File: src/hdl/ssl_pkg.sv
`default_nettype none
// ----------------------------------------------------------------------------
// ssl_pkg
// Shared types, character classes and keyword spelling for the source lexer.
// ----------------------------------------------------------------------------
package ssl_pkg;

  typedef enum logic [2:0] {
    KIND_KEYWORD = 3'd0,
    KIND_IDENT   = 3'd1,
    KIND_NUMBER  = 3'd2,
    KIND_OPER    = 3'd3,
    KIND_PUNCT   = 3'd4,
    KIND_ERROR   = 3'd5
  } kind_t;

  typedef enum logic [1:0] {
    MODE_START  = 2'd0,
    MODE_IDENT  = 2'd1,
    MODE_NUMBER = 2'd2
  } mode_t;

  typedef enum logic {
    BK_IDLE  = 1'b0,
    BK_DRAIN = 1'b1
  } back_state_t;

  // Wide enough for a word length of up to 127 characters.
  localparam int CMD_LEN_W = 7;

  localparam logic [7:0] CH_SPACE = 8'h20;
  localparam logic [7:0] CH_UNDER = 8'h5F;

  // One entry of the queue between the front and the back.
  typedef struct packed {
    logic                 is_word;
    kind_t                kind;
    logic [7:0]           ch;
    logic [CMD_LEN_W-1:0] len;
    logic                 bank;
  } cmd_t;

  // The back hands a buffer bank back to the front when its word is drained.
  typedef struct packed {
    logic valid;
    logic bank;
  } rel_t;

  function automatic logic is_letter(input logic [7:0] c);
    return (c >= 8'h61 && c <= 8'h7A) || (c >= 8'h41 && c <= 8'h5A);
  endfunction

  function automatic logic is_digit(input logic [7:0] c);
    return c >= 8'h30 && c <= 8'h39;
  endfunction

  function automatic logic is_punct(input logic [7:0] c);
    return c == 8'h28 || c == 8'h29 || c == 8'h5B || c == 8'h5D ||
           c == 8'h7B || c == 8'h7D || c == 8'h3B;
  endfunction

  function automatic logic is_oper(input logic [7:0] c);
    return c == 8'h2B || c == 8'h2D || c == 8'h2A || c == 8'h2F ||
           c == 8'h25 || c == 8'h3D;
  endfunction

  function automatic logic [7:0] int_char(input logic [2:0] pos);
    logic [7:0] r;
    case (pos)
      3'd0:    r = 8'h69;
      3'd1:    r = 8'h6E;
      3'd2:    r = 8'h74;
      default: r = 8'h00;
    endcase
    return r;
  endfunction

  function automatic logic [7:0] void_char(input logic [2:0] pos);
    logic [7:0] r;
    case (pos)
      3'd0:    r = 8'h76;
      3'd1:    r = 8'h6F;
      3'd2:    r = 8'h69;
      3'd3:    r = 8'h64;
      default: r = 8'h00;
    endcase
    return r;
  endfunction

  function automatic logic [7:0] public_char(input logic [2:0] pos);
    logic [7:0] r;
    case (pos)
      3'd0:    r = 8'h70;
      3'd1:    r = 8'h75;
      3'd2:    r = 8'h62;
      3'd3:    r = 8'h6C;
      3'd4:    r = 8'h69;
      3'd5:    r = 8'h63;
      default: r = 8'h00;
    endcase
    return r;
  endfunction

endpackage
`default_nettype wire

File: src/hdl/ssl_ram.sv
`default_nettype none
// ----------------------------------------------------------------------------
// ssl_ram
// Generic single-write, single-read RAM with a registered read port.
// ----------------------------------------------------------------------------
module ssl_ram #(
  parameter int WIDTH = 8,
  parameter int DEPTH = 64
) (
  input  wire logic                     clk,
  input  wire logic                     we,
  input  wire logic [$clog2(DEPTH)-1:0] waddr,
  input  wire logic [WIDTH-1:0]         wdata,
  input  wire logic                     re,
  input  wire logic [$clog2(DEPTH)-1:0] raddr,
  output logic      [WIDTH-1:0]         rdata
);

  logic [WIDTH-1:0] mem [DEPTH];

  always_ff @(posedge clk) begin
    if (we) begin
      mem[waddr] <= wdata;
    end
    if (re) begin
      rdata <= mem[raddr];
    end
  end

endmodule
`default_nettype wire

File: src/hdl/ssl_cmdq.sv
`default_nettype none
// ----------------------------------------------------------------------------
// ssl_cmdq
// Four-entry queue of token commands between the front and the back.
// ----------------------------------------------------------------------------
module ssl_cmdq
  import ssl_pkg::*;
(
  input  wire logic clk,
  input  wire logic rst,
  input  wire logic push,
  input  wire cmd_t push_cmd,
  output logic      full,
  input  wire logic pop,
  output cmd_t      head,
  output logic      empty
);

  cmd_t       entries [4];
  logic [1:0] wr_ptr;
  logic [1:0] rd_ptr;
  logic [2:0] count;

  logic do_push;
  logic do_pop;

  assign full    = count == 3'd4;
  assign empty   = count == 3'd0;
  assign do_push = push && !full;
  assign do_pop  = pop && !empty;
  assign head    = entries[rd_ptr];

  always_ff @(posedge clk) begin
    if (do_push) begin
      entries[wr_ptr] <= push_cmd;
    end
  end

  always_ff @(posedge clk) begin
    if (rst) begin
      wr_ptr <= '0;
      rd_ptr <= '0;
      count  <= '0;
    end else begin
      if (do_push) begin
        wr_ptr <= wr_ptr + 2'd1;
      end
      if (do_pop) begin
        rd_ptr <= rd_ptr + 2'd1;
      end
      case ({do_push, do_pop})
        2'b10:   count <= count + 3'd1;
        2'b01:   count <= count - 3'd1;
        default: count <= count;
      endcase
    end
  end

endmodule
`default_nettype wire

File: src/hdl/ssl_front.sv
`default_nettype none
// ----------------------------------------------------------------------------
// ssl_front
// Accepts source bytes, classifies them, buffers words into the RAM and
// queues token commands for the back.
// ----------------------------------------------------------------------------
module ssl_front
  import ssl_pkg::*;
#(
  parameter int MAX_WORD_LEN = 32,
  parameter int AW           = 6
) (
  input  wire logic          clk,
  input  wire logic          rst,
  input  wire logic [7:0]    char_in,
  input  wire logic          in_valid,
  output logic               in_stall,
  input  wire logic          q_full,
  output logic               push,
  output cmd_t               push_cmd,
  input  wire rel_t          rel,
  output logic               we,
  output logic [AW-1:0]      waddr,
  output logic [7:0]         wdata
);

  localparam int LENW = $clog2(MAX_WORD_LEN + 1);
  localparam int IDXW = AW - 1;

  mode_t           mode;
  mode_t           mode_next;
  logic [LENW-1:0] word_len;
  logic [LENW-1:0] word_len_next;
  logic            halted;
  logic            halted_next;
  logic            bank;
  logic            bank_next;
  logic [1:0]      busy;
  logic [1:0]      busy_next;
  logic            m_int;
  logic            m_int_next;
  logic            m_void;
  logic            m_void_next;
  logic            m_public;
  logic            m_public_next;

  logic            acc;
  logic            in_word;
  logic            c_letter;
  logic            c_digit;
  logic            c_space;
  logic            word_ok;
  logic            keyword;
  logic [LENW-1:0] pos;
  logic            set_busy;

  assign c_letter = is_letter(char_in);
  assign c_digit  = is_digit(char_in);
  assign c_space  = char_in == CH_SPACE;
  assign in_word  = mode == MODE_IDENT || mode == MODE_NUMBER;
  assign word_ok  = (mode == MODE_IDENT) ? (c_letter || c_digit || char_in == CH_UNDER)
                                         : c_digit;
  assign pos      = in_word ? word_len : '0;
  assign keyword  = (word_len == LENW'(3) && m_int) ||
                    (word_len == LENW'(4) && m_void) ||
                    (word_len == LENW'(6) && m_public);

  // A new word may only start in a bank the back has finished draining.
  assign in_stall = !halted && (q_full || (!in_word && busy[bank]));
  assign acc      = in_valid && !in_stall;

  always_comb begin
    mode_next = mode;
    if (acc && !halted) begin
      unique case (mode)
        MODE_IDENT, MODE_NUMBER: begin
          if (c_space) begin
            mode_next = MODE_START;
          end
        end
        default: begin
          if (c_letter) begin
            mode_next = MODE_IDENT;
          end else if (c_digit) begin
            mode_next = MODE_NUMBER;
          end
        end
      endcase
    end
  end

  always_comb begin
    push          = 1'b0;
    push_cmd      = '0;
    we            = 1'b0;
    waddr         = {bank, pos[IDXW-1:0]};
    wdata         = char_in;
    word_len_next = word_len;
    halted_next   = halted;
    bank_next     = bank;
    set_busy      = 1'b0;
    m_int_next    = m_int;
    m_void_next   = m_void;
    m_public_next = m_public;
    if (acc && !halted) begin
      if (in_word && c_space) begin
        push             = 1'b1;
        push_cmd.is_word = 1'b1;
        push_cmd.kind    = (mode == MODE_NUMBER) ? KIND_NUMBER
                           : (keyword ? KIND_KEYWORD : KIND_IDENT);
        push_cmd.len     = CMD_LEN_W'(word_len);
        push_cmd.bank    = bank;
        word_len_next    = '0;
        bank_next        = ~bank;
        set_busy         = 1'b1;
      end else if ((in_word && word_ok && word_len < LENW'(MAX_WORD_LEN)) ||
                   (!in_word && (c_letter || c_digit))) begin
        we            = 1'b1;
        word_len_next = LENW'(pos + 1'b1);
        m_int_next    = (pos == '0 || m_int) && pos < LENW'(3) &&
                        char_in == int_char(pos[2:0]);
        m_void_next   = (pos == '0 || m_void) && pos < LENW'(4) &&
                        char_in == void_char(pos[2:0]);
        m_public_next = (pos == '0 || m_public) && pos < LENW'(6) &&
                        char_in == public_char(pos[2:0]);
      end else if (in_word) begin
        // Bad character or a word that outgrows the buffer.
        push          = 1'b1;
        push_cmd.kind = KIND_ERROR;
        push_cmd.ch   = 8'h00;
        halted_next   = 1'b1;
      end else if (is_punct(char_in)) begin
        push          = 1'b1;
        push_cmd.kind = KIND_PUNCT;
        push_cmd.ch   = char_in;
      end else if (is_oper(char_in)) begin
        push          = 1'b1;
        push_cmd.kind = KIND_OPER;
        push_cmd.ch   = char_in;
      end
    end
  end

  always_comb begin
    busy_next = busy;
    if (set_busy) begin
      busy_next[bank] = 1'b1;
    end
    if (rel.valid) begin
      busy_next[rel.bank] = 1'b0;
    end
  end

  always_ff @(posedge clk) begin
    if (rst) begin
      mode     <= MODE_START;
      word_len <= '0;
      halted   <= 1'b0;
      bank     <= 1'b0;
      busy     <= '0;
    end else begin
      mode     <= mode_next;
      word_len <= word_len_next;
      halted   <= halted_next;
      bank     <= bank_next;
      busy     <= busy_next;
    end
  end

  always_ff @(posedge clk) begin
    m_int    <= m_int_next;
    m_void   <= m_void_next;
    m_public <= m_public_next;
  end

endmodule
`default_nettype wire

File: src/hdl/ssl_back.sv
`default_nettype none
// ----------------------------------------------------------------------------
// ssl_back
// Executes queued token commands: single-character tokens go straight to the
// output register, words are read back from the RAM one character at a time.
// ----------------------------------------------------------------------------
module ssl_back
  import ssl_pkg::*;
#(
  parameter int MAX_WORD_LEN = 32,
  parameter int AW           = 6
) (
  input  wire logic          clk,
  input  wire logic          rst,
  input  wire cmd_t          head,
  input  wire logic          q_empty,
  output logic               pop,
  output rel_t               rel,
  output logic               re,
  output logic [AW-1:0]      raddr,
  input  wire logic [7:0]    rdata,
  output logic               out_valid,
  input  wire logic          out_stall,
  output logic [2:0]         token_kind,
  output logic [7:0]         token_char,
  output logic               last_char
);

  localparam int LENW = $clog2(MAX_WORD_LEN + 1);
  localparam int IDXW = AW - 1;

  back_state_t     state;
  back_state_t     state_next;
  logic [LENW-1:0] cnt;
  logic [LENW-1:0] wlen;
  logic            wbank;
  kind_t           wkind;
  logic            rd_pend;
  logic            rd_last;

  logic            out_free;
  logic            load_single;

  assign out_free = !out_valid || !out_stall;
  assign raddr    = {wbank, cnt[IDXW-1:0]};

  always_comb begin
    state_next = state;
    unique case (state)
      BK_IDLE: begin
        if (!q_empty && head.is_word) begin
          state_next = BK_DRAIN;
        end
      end
      BK_DRAIN: begin
        if (rd_pend && rd_last) begin
          state_next = BK_IDLE;
        end
      end
      default: state_next = BK_IDLE;
    endcase
  end

  always_comb begin
    pop         = 1'b0;
    load_single = 1'b0;
    re          = 1'b0;
    rel.valid   = 1'b0;
    rel.bank    = wbank;
    unique case (state)
      BK_IDLE: begin
        if (!q_empty && (head.is_word || out_free)) begin
          pop         = 1'b1;
          load_single = !head.is_word;
        end
      end
      BK_DRAIN: begin
        // A read is only issued when the output register will be empty by the
        // time the registered read data comes back.
        re        = !rd_pend && out_free;
        rel.valid = rd_pend && rd_last;
      end
      default: ;
    endcase
  end

  always_ff @(posedge clk) begin
    if (rst) begin
      state     <= BK_IDLE;
      rd_pend   <= 1'b0;
      out_valid <= 1'b0;
    end else begin
      state <= state_next;
      if (out_valid && !out_stall) begin
        out_valid <= 1'b0;
      end
      if (load_single || rd_pend) begin
        out_valid <= 1'b1;
      end
      if (re) begin
        rd_pend <= 1'b1;
      end else if (rd_pend) begin
        rd_pend <= 1'b0;
      end
    end
  end

  always_ff @(posedge clk) begin
    if (pop && head.is_word) begin
      cnt   <= '0;
      wlen  <= LENW'(head.len);
      wbank <= head.bank;
      wkind <= head.kind;
    end
    if (re) begin
      rd_last <= cnt == LENW'(wlen - 1'b1);
      cnt     <= LENW'(cnt + 1'b1);
    end
    if (load_single) begin
      token_kind <= head.kind;
      token_char <= head.ch;
      last_char  <= 1'b1;
    end else if (rd_pend) begin
      token_kind <= wkind;
      token_char <= rdata;
      last_char  <= rd_last;
    end
  end

endmodule
`default_nettype wire

File: src/hdl/simple_source_lexer_core.sv
`default_nettype none
// A one-character token or an error goes through the command queue and the
// output register. A word is queued at its ending space, then its characters
// are read one at a time via the RAM's registered read port into the output
// register, each read only once the previous one has returned. Bytes are
// taken one per cycle while the queue has room and the next word's buffer bank is free.
// Reset clears all control state; the word buffer contents are not cleared.
// ----------------------------------------------------------------------------
// simple_source_lexer_core
// Byte-stream lexer: front classifies and buffers, back emits token beats.
// ----------------------------------------------------------------------------
module simple_source_lexer_core
  import ssl_pkg::*;
#(
  parameter int MAX_WORD_LEN = 32
) (
  input  wire logic       clk,
  input  wire logic       rst,
  input  wire logic [7:0] char_in,
  input  wire logic       in_valid,
  output logic            in_stall,
  output logic [2:0]      token_kind,
  output logic [7:0]      token_char,
  output logic            last_char,
  output logic            out_valid,
  input  wire logic       out_stall
);

  localparam int IDXW      = $clog2(MAX_WORD_LEN);
  localparam int AW        = IDXW + 1;
  localparam int RAM_DEPTH = 2 * (1 << IDXW);

  logic          q_full;
  logic          q_empty;
  logic          push;
  logic          pop;
  cmd_t          push_cmd;
  cmd_t          head;
  rel_t          rel;
  logic          we;
  logic [AW-1:0] waddr;
  logic [7:0]    wdata;
  logic          re;
  logic [AW-1:0] raddr;
  logic [7:0]    rdata;

  ssl_front #(
    .MAX_WORD_LEN(MAX_WORD_LEN),
    .AW          (AW)
  ) u_front (
    .clk     (clk),
    .rst     (rst),
    .char_in (char_in),
    .in_valid(in_valid),
    .in_stall(in_stall),
    .q_full  (q_full),
    .push    (push),
    .push_cmd(push_cmd),
    .rel     (rel),
    .we      (we),
    .waddr   (waddr),
    .wdata   (wdata)
  );

  ssl_cmdq u_cmdq (
    .clk     (clk),
    .rst     (rst),
    .push    (push),
    .push_cmd(push_cmd),
    .full    (q_full),
    .pop     (pop),
    .head    (head),
    .empty   (q_empty)
  );

  ssl_ram #(
    .WIDTH(8),
    .DEPTH(RAM_DEPTH)
  ) u_ram (
    .clk  (clk),
    .we   (we),
    .waddr(waddr),
    .wdata(wdata),
    .re   (re),
    .raddr(raddr),
    .rdata(rdata)
  );

  ssl_back #(
    .MAX_WORD_LEN(MAX_WORD_LEN),
    .AW          (AW)
  ) u_back (
    .clk       (clk),
    .rst       (rst),
    .head      (head),
    .q_empty   (q_empty),
    .pop       (pop),
    .rel       (rel),
    .re        (re),
    .raddr     (raddr),
    .rdata     (rdata),
    .out_valid (out_valid),
    .out_stall (out_stall),
    .token_kind(token_kind),
    .token_char(token_char),
    .last_char (last_char)
  );

endmodule
`default_nettype wire
File: config.mk
export PLATFORM = sky130hd
export DESIGN_NAME = simple_source_lexer_core
export DESIGN_NICKNAME = d
export VERILOG_FILES = /design/src/hdl/ssl_pkg.sv /design/src/hdl/ssl_ram.sv /design/src/hdl/ssl_cmdq.sv /design/src/hdl/ssl_front.sv /design/src/hdl/ssl_back.sv /design/src/hdl/simple_source_lexer_core.sv
export SDC_FILE = /design/constraint.sdc
export NUM_CORES = 1
export LEC_CHECK = 0
export BUFFER_PORTS_ARGS = -buffer_cell sky130_fd_sc_hd__clkbuf_2
export CORE_MARGIN = 3
export CORE_UTILIZATION = 40
export DETAILED_ROUTE_END_ITERATION = 8
export PLACE_DENSITY_LB_ADDON = 0.12
export SLEW_MARGIN = 20
export SYNTH_ARGS = -nofsm -noshare
export SYNTH_HDL_FRONTEND = slang
export SYNTH_SLANG_ARGS = --single-unit
File: constraint.sdc
create_clock -name clk -period 4.4 [get_ports clk]
set_input_delay 0.22 -clock clk [delete_from_list [all_inputs] [get_ports clk]]
set_output_delay 0.22 -clock clk [all_outputs]
set_load 0.005 [all_outputs]
### Word level (Yosys, flattened, before mapping)

Memory sizes are Yosys's and may differ from the RTL's. A register that Yosys moved wholly into a read port is not among the register bits.
Index checks and enable logic that the tools add are counted.
Widths: inputs -> output; s select.

* bits in registers: 54
* memory bits (writable): 592
* word-level logic and storage cells: 238
* memories kept: 2

Memory list
* u_ram.mem: depth 64, width 8, read ports 1, clocked after memory_dff 1, write ports 1, line ssl_ram.sv:19 `logic [WIDTH-1:0] mem [DEPTH];`
* u_cmdq.entries: depth 4, width 20, read ports 1, clocked after memory_dff 1, write ports 1, line ssl_cmdq.sv:19 `cmd_t entries [4];`

* add/subtract/negate cells: 7
* magnitude comparators: 14
* equality and inequality tests: 33
* muxes and demuxes: 74
* bitwise logic cells: 7
* reductions and logical operators: 79

Operator list (number)
* $mux 8: 12
* $eq 8x6->1 const B: 10
* $pmux 7 s6: 1
* $eq 8x7->1 const B: 5
* $mux 11: 3
* $mux 1: 32
* $logic_and 1x1->1: 30
* $mux 6: 5
* $pmux 7 s4: 1
* $logic_or 1x1->1: 25
* $eq 8x8->1: 3
* $pmux 7 s3: 1
* $mux 20: 1
* $ge 8x7->1 const B: 2
* $le 8x7->1 const B: 2
* $mux 2: 8
* $add 6x1->6 const B: 2
* $eq 6x3->1 const B: 2
* $lt 6x3->1 const B: 2
* $mux 3: 4
* $mux 10: 1
* $reduce_bool 2->1: 5
* $eq 3x3->1 const B: 3
* $logic_not 1->1: 9
* 32 further kinds: 45

### Longest topological paths before layout

* depth after elaboration: 15
* mapped depth: 14
* gate-level depth less buffers: 13

### Hierarchy

A second synthesis with hierarchy kept.

* cells, all modules: 1450
* area total of the unflattened synthesis: 26805.7 µm²

By module, submodules not included
* ssl_ram: times used 1, cells an instance 940, area each 20246.9 µm²
* ssl_cmdq: times used 1, cells an instance 158, area each 3362.0 µm²
* ssl_front: times used 1, cells an instance 243, area each 1722.9 µm²
* ssl_back: times used 1, cells an instance 109, area each 1473.9 µm²

### Worst setup path before layout

Ideal clock, no wire load.

* path kind: reg-to-reg
* from: register u_front.mode[0]
* to: register u_cmdq.count[2]
* setup time: 0.070 ns
* arrival time: 3.066 ns
* data required time: 4.330 ns
* setup slack: 1.264 ns
* cell stages (with the launch flop): 15
* cell sequence: dfxtp_1 -> inv_1 -> ha_1 -> clkbuf_1 -> inv_1 -> a31oi_1 -> a21boi_0 -> a221oi_4 -> inv_1 -> ha_1 -> inv_1 -> fa_1 -> xor2_1 -> or3_1 -> a21oi_1

* word-level cells in the longest chain between the ends: 13

Ends and longest elaborated chain
* start, declared: line ssl_front.sv:30 `mode_t mode;`
* start signal, assigned: line ssl_front.sv:162 `mode <= mode_next;`
* $eq 2x1->1 or $eq 2x2->1 (tied branches): line ssl_front.sv:60, ssl_front.sv:61
* $logic_or 1x1->1: line ssl_front.sv:60 `assign in_word = mode == MODE_IDENT || mode == MODE_NUMBER;`
* $logic_not 1->1: line ssl_front.sv:69, ssl_front.sv:117
* $logic_and 1x1->1: line ssl_front.sv:69 `assign in_stall = !halted && (q_full || (!in_word && busy[bank]));`
* $logic_or 1x1->1: line ssl_front.sv:69
* $logic_and 1x1->1: line ssl_front.sv:69
* $logic_not 1->1: line ssl_front.sv:70 `assign acc = in_valid && !in_stall;`
* $logic_and 1x1->1: line ssl_front.sv:70
* $logic_and 1x1->1: line ssl_front.sv:105 `if (acc && !halted) begin`
* $mux 1 (*): line ssl_front.sv:105
* $logic_and 1x1->1 (*): line ssl_cmdq.sv:29 `assign do_push = push && !full;`
* $eq 2x1->1 or $eq 2x2->1 (tied branches): line ssl_cmdq.sv:51 `case ({do_push, do_pop})`
* $pmux 3 s2 or $reduce_bool 2->1 (tied branches)
* end signal, assigned: line ssl_cmdq.sv:52 `2'b10: count <= count + 3'd1;`
* end signal, assigned: line ssl_cmdq.sv:53 `2'b01: count <= count - 3'd1;`
* end signal, assigned: line ssl_cmdq.sv:54 `default: count <= count;`
* end, declared: line ssl_cmdq.sv:22 `logic [2:0] count;`

Every way passes the cells marked *; elsewhere a longest branch is shown, timed or not.
A chain may end at the register's enable or synchronous reset.

### Worst setup path after layout

Same ends and word-level chain as after synthesis.

==> flow_results.org <==
** Synthesis
- Most frequent cells after synthesis :: sky130_fd_sc_hd__edfxtp_1 (627), sky130_fd_sc_hd__mux4_2 (147), sky130_fd_sc_hd__nor2_1 (98)
- The synthesized design spends more area on one cell type than any other, namely sky130_fd_sc_hd__edfxtp_1.
- Largest family of logic cells by synthesized area :: multiplexers
- Post-synth EDFFs :: 627
- Syn Inst Count :: 1390
- The mapped netlist covers 26300 µm².
- Most used flip-flop cell after synthesis :: sky130_fd_sc_hd__edfxtp_1
- Summing the areas of all compound-gate instances in the mapped netlist gives 4.28% of the synthesized area.
- In the post-synthesis netlist, the biggest area contributors are sky130_fd_sc_hd__edfxtp_1 (72%), sky130_fd_sc_hd__mux4_2 (13%), sky130_fd_sc_hd__dfxtp_1 (1.9%).
- Flops & latches, synth :: 652
- Multiplexer cells account for 13.6% of the synthesized area.
- Summing the areas of all fa, ha and maj instances in the mapped netlist gives 0.743% of the synthesized area.
- Yosys instantiated no cell more often than sky130_fd_sc_hd__edfxtp_1.
- A synthesized cell averages 18.9 µm².
- For this run, the number of Yosys warnings is 0.
- Counting flops with an async set or reset pin after synthesis yields a share of 0%.
- In this run the biggest area consumer among cell types represents 71.6% of the synthesized area.
- Synthesis instantiated 76 different standard cells from the library.
- Summing the areas of all xor and xnor instances in the mapped netlist gives 0.766% of the synthesized area.
- Sequential area share after synthesis :: 73.5%
- Simple-gate share of the synthesized area :: 5.25%

** Setup path
- Together, buffers and inverters on the worst path number 4.
- For the worst setup path, the data arrival time is 4.23 ns.
- Most frequent CP cell :: sky130_fd_sc_hd__inv_1
- STA classifies the critical path startpoint as a register.
- Among all stages on the critical path, the largest delay is contributed by sky130_fd_sc_hd__ha_1.
- Walking the worst path, the cells encountered are inv_1, ha_1, inv_1, a31oi_1, a21boi_0, a221oi_4, inv_1, ha_1, inv_1, fa_1, xor2_1, or3_1, a21oi_1.
- STA classifies the critical path endpoint as a register.
- In this run the worst path has a maximum fanout of 22.
- On the worst path, the slowest cell contributes a delay of 0.77 ns.
- Grouping stages by cell kind, the critical path spends the most delay in adder cells.
- Worst Path Class, Setup :: reg -> reg
- Data on the critical path is required at its endpoint by 4.92 ns.

** STA
- Derived from the worst setup path, the maximum achievable clock frequency is 0.270 GHz.
- Pin slew with the least headroom to its limit :: 1.11 ns
- The worst path in the final design needs a cycle of 3.71 ns, including I/O delays and setup.
- Clock skew after layout :: 0.0140 ns
- The count of endpoints failing hold in the final timing report is 0.
- Setup violations remaining at the end of the flow were counted as 0.
- Final critical-path share of the clock period :: 84.2%
- Setup repair after global routing left no endpoint under its margin.
- Accumulated negative setup slack :: 0 ns
- Worst relative slew slack :: 26.0%
- Max Slew Vio Count :: 0
- Hold slack final :: 0.0473 ns

** Outcome
- The flow ran to the end, and the final reports show no timing, DRC or antenna violations.

** Clock tree
- Post-CTS clock slew at the launch and capture registers of the worst setup and hold paths :: 0.06 ns
- Once the clock tree was built, the resizer swapped 0 gates to a different size.
- Clock tree synthesis found a total of 652 sinks.
- CTS tree :: built
- Hold_buf cts :: 0
- For the worst-skew pair, the clock arrives at the later sink with an insertion delay of 0.60 ns.
- CTS Root Buffer Type :: sky130_fd_sc_hd__clkbuf_16
- The number of setup buffers added after CTS is 0.
- Counting the buffers created by CTS gives 72.
- Maximum level of the CTS H-tree :: 3
- Counting along the longest clock path gives a buffer depth of 3.

** Job
- Max Cap Viol :: 0

** Pwr
- Share of power burned in combinational logic :: 24.1%
- For this design the static power due to leakage is 9.52 nW.
- Largest voltage drop on the vdd net :: 319 µV
- Switching share of power :: 28.4%
- Dividing total power by cell area gives a power density of 581 nW/µm².
- Sequential share of power :: 42.1%
- Summed over all nets, the switching power comes to 4.97 mW.
- Internal power summed over all cells :: 12.5 mW
- Clock share of power :: 33.8%

** GRT
- The initial antenna violation count came to 4.
- Overall track demand over capacity in global routing :: 19.0%
- Pin count of the biggest net entering global routing :: 72
- Number of global-route vias before repair :: 13.9k
- For this run the aggregate overflow at the end of global routing stands at 0.
- Wire length of the first global-routing pass :: 95900 µm

** Detailed routing
- After detailed routing, the total wire length is 65100 µm.
- Vias per cell :: 5.59
- After the first detailed-routing iteration, the DRC count stood at 1187.
- Via count :: 13.4k
- The detail route stage leaves a number of antenna-violating nets equal to 0.
- After detailed routing, the number of remaining DRC violations is 0.
- DRT Pass-1 Iters :: 5
- After detailed routing, the average wire length per cell comes to 27.1 µm.

** Layout
- Nets :: 1514
- Area Overhead vs Synth :: 14.4%
- Proportion of layout cells with a drive suffix above 1 :: 24.4%
- Leaving out filler cells and counting taps, the final layout contains 2399.

** Floorplanning
- Total number of placement rows :: 93
- Die area :: 68800 µm²
- The floorplan step set the die height to 262 µm.
- The initial utilization of the core area, before any placement, comes to 40.6%.
- The region available for standard cell placement spans 64700 µm².
- IO Pins :: 26
- The die is 262 µm wide.

** Hold path
- Path category of the worst min-delay check :: in -> reg

** Place
- HPWL Detailed :: 41900 µm
- After detailed placement, the design holds a cell count of 2268.
- Routability-driven placement finished with a final weighted congestion of 0.855.
- Number of port buffers :: 25
==> worst reg2reg max path: cells and delay by family, from the launching register on <==
| kind | cells | cell delay [ns] |
|---|---|---|
| AND/OR/NAND/NOR | 1 | 0.30 |
| AO/OA/AOI/OAI | 4 | 0.97 |
| XOR/XNOR | 1 | 0.15 |
| adder cells (fa/ha/maj) | 3 | 1.36 |
| buffers and inverters | 4 | 0.49 |
| flip-flops | 1 | 0.36 |
==> placed cells by master, fill, tap and decap left out, types with 6 or more instances in the layout <==
cell                          n
sky130_fd_sc_hd__o221ai_1     6
sky130_fd_sc_hd__buf_12       8
sky130_fd_sc_hd__and3_1       9
sky130_fd_sc_hd__o211ai_1     7
sky130_fd_sc_hd__o21ai_0     19
sky130_fd_sc_hd__or2_2        6
sky130_fd_sc_hd__xnor2_1     12
sky130_fd_sc_hd__nand2b_1    11
sky130_fd_sc_hd__clkbuf_16   75
sky130_fd_sc_hd__xor2_1      11
sky130_fd_sc_hd__clkbuf_2    24
sky130_fd_sc_hd__nor3_1      10
sky130_fd_sc_hd__dfxtp_1     25
sky130_fd_sc_hd__clkinv_2     8
sky130_fd_sc_hd__or3_1        6
sky130_fd_sc_hd__ha_1        14
sky130_fd_sc_hd__a211oi_1     7
sky130_fd_sc_hd__nor2_1      98
sky130_fd_sc_hd__nand2_1     39
sky130_fd_sc_hd__buf_4       65
sky130_fd_sc_hd__clkinv_1    17
sky130_fd_sc_hd__and2_1      14
sky130_fd_sc_hd__o22ai_1     43
sky130_fd_sc_hd__a21oi_1     19
sky130_fd_sc_hd__nor3b_1      7
sky130_fd_sc_hd__bufinv_16    7
sky130_fd_sc_hd__inv_1       26
sky130_fd_sc_hd__nand4_1      8
sky130_fd_sc_hd__nand3_1     17
sky130_fd_sc_hd__mux2_1       9
sky130_fd_sc_hd__nor2_2       8
sky130_fd_sc_hd__mux4_2     147
sky130_fd_sc_hd__nand3b_1    10
sky130_fd_sc_hd__clkbuf_1    16
sky130_fd_sc_hd__edfxtp_1   627
sky130_fd_sc_hd__mux2i_1     11
==> registers in the layout (all words and copies together), names as in the netlist, 3 cells and up, named ones only <==
signal	cells
u_back.cnt	6
u_back.token_char	8
u_back.token_kind	3
u_back.wkind	3
u_back.wlen	6
u_cmdq.count	3
u_cmdq.entries	76
u_front.word_len	6
u_ram.mem	512
u_ram.rdata	8
==> power groups by stage <==
stage	Clock [mW]	Sequential [mW]	Combinational, mW
detailed placement	0	7.50	4.30
CTS	6.03	7.37	4.31
finish	5.90	7.37	4.21
global route	6.28	7.39	4.53
floorplan	0	7.29	2.86
global placement	0	7.49	4.31
==> worst paths after layout <==
kind,end,slack [ns],from,cells after the start
worst max register to register,u_cmdq.count[2],0.69,u_front.mode[0],13
worst min register to register,u_back.last_char,0.49,u_back.last_char,2
worst min-delay path,u_back.out_valid,0.05,out_stall,4
worst max-delay path,u_cmdq.count[2],0.69,u_front.mode[0],13
==> per-stage QoR <==
step | area, µm² | setup WS, ns | utilization [%] | power [mW]
2_1_floorplan | 26300 | 1.26 | - | 10.2
3_5_place_dp | 27800 | 0.705 | 42.9 | 11.8
3_3_place_gp | 27800 | 0.795 | 42.9 | 11.8
5_1_grt | 30100 | 0.438 | 46.5 | 18.2
4_1_cts | 30100 | 0.712 | 46.5 | 17.7
6_report | 30100 | 0.694 | 46.5 | 17.5
==> cells by family (layout without fill, tap and decap cells) <==
family,Yosys count,in the layout
DFF,652,652
buffers and inverters,104,254
adders and majority gates,15,15
xor gates and xnor gates,23,23
muxes,172,172
AOI/OAI and AO/OA,156,156
other,1,5
and+or+nand+nor,267,267
==> per-layer routing <==
metal | up-vias | routed length, µm | global-route usage [%]
li1 | 5877 | - | -
met2 | 407 | 30700 | 29.9
met4 | 0 | 1640 | 4.97
met3 | 123 | 3240 | 3.15
met5 | - | 0 | 0
met1 | 7005 | 29500 | 27.7
==> area by class of cell <==
class / count / area, µm²
well taps: 855 / 1070
repair buffers: 98 / 773
fillers: 5519 / 34600
inverters: 26 / 97.6
diodes: 1 / 2.50
clock inverters: 39 / 372
flip-flops and latches: 652 / 19300
clock buffers: 91 / 1940
multi-input cells: 637 / 6500
(Power assumes the default switching activity.)
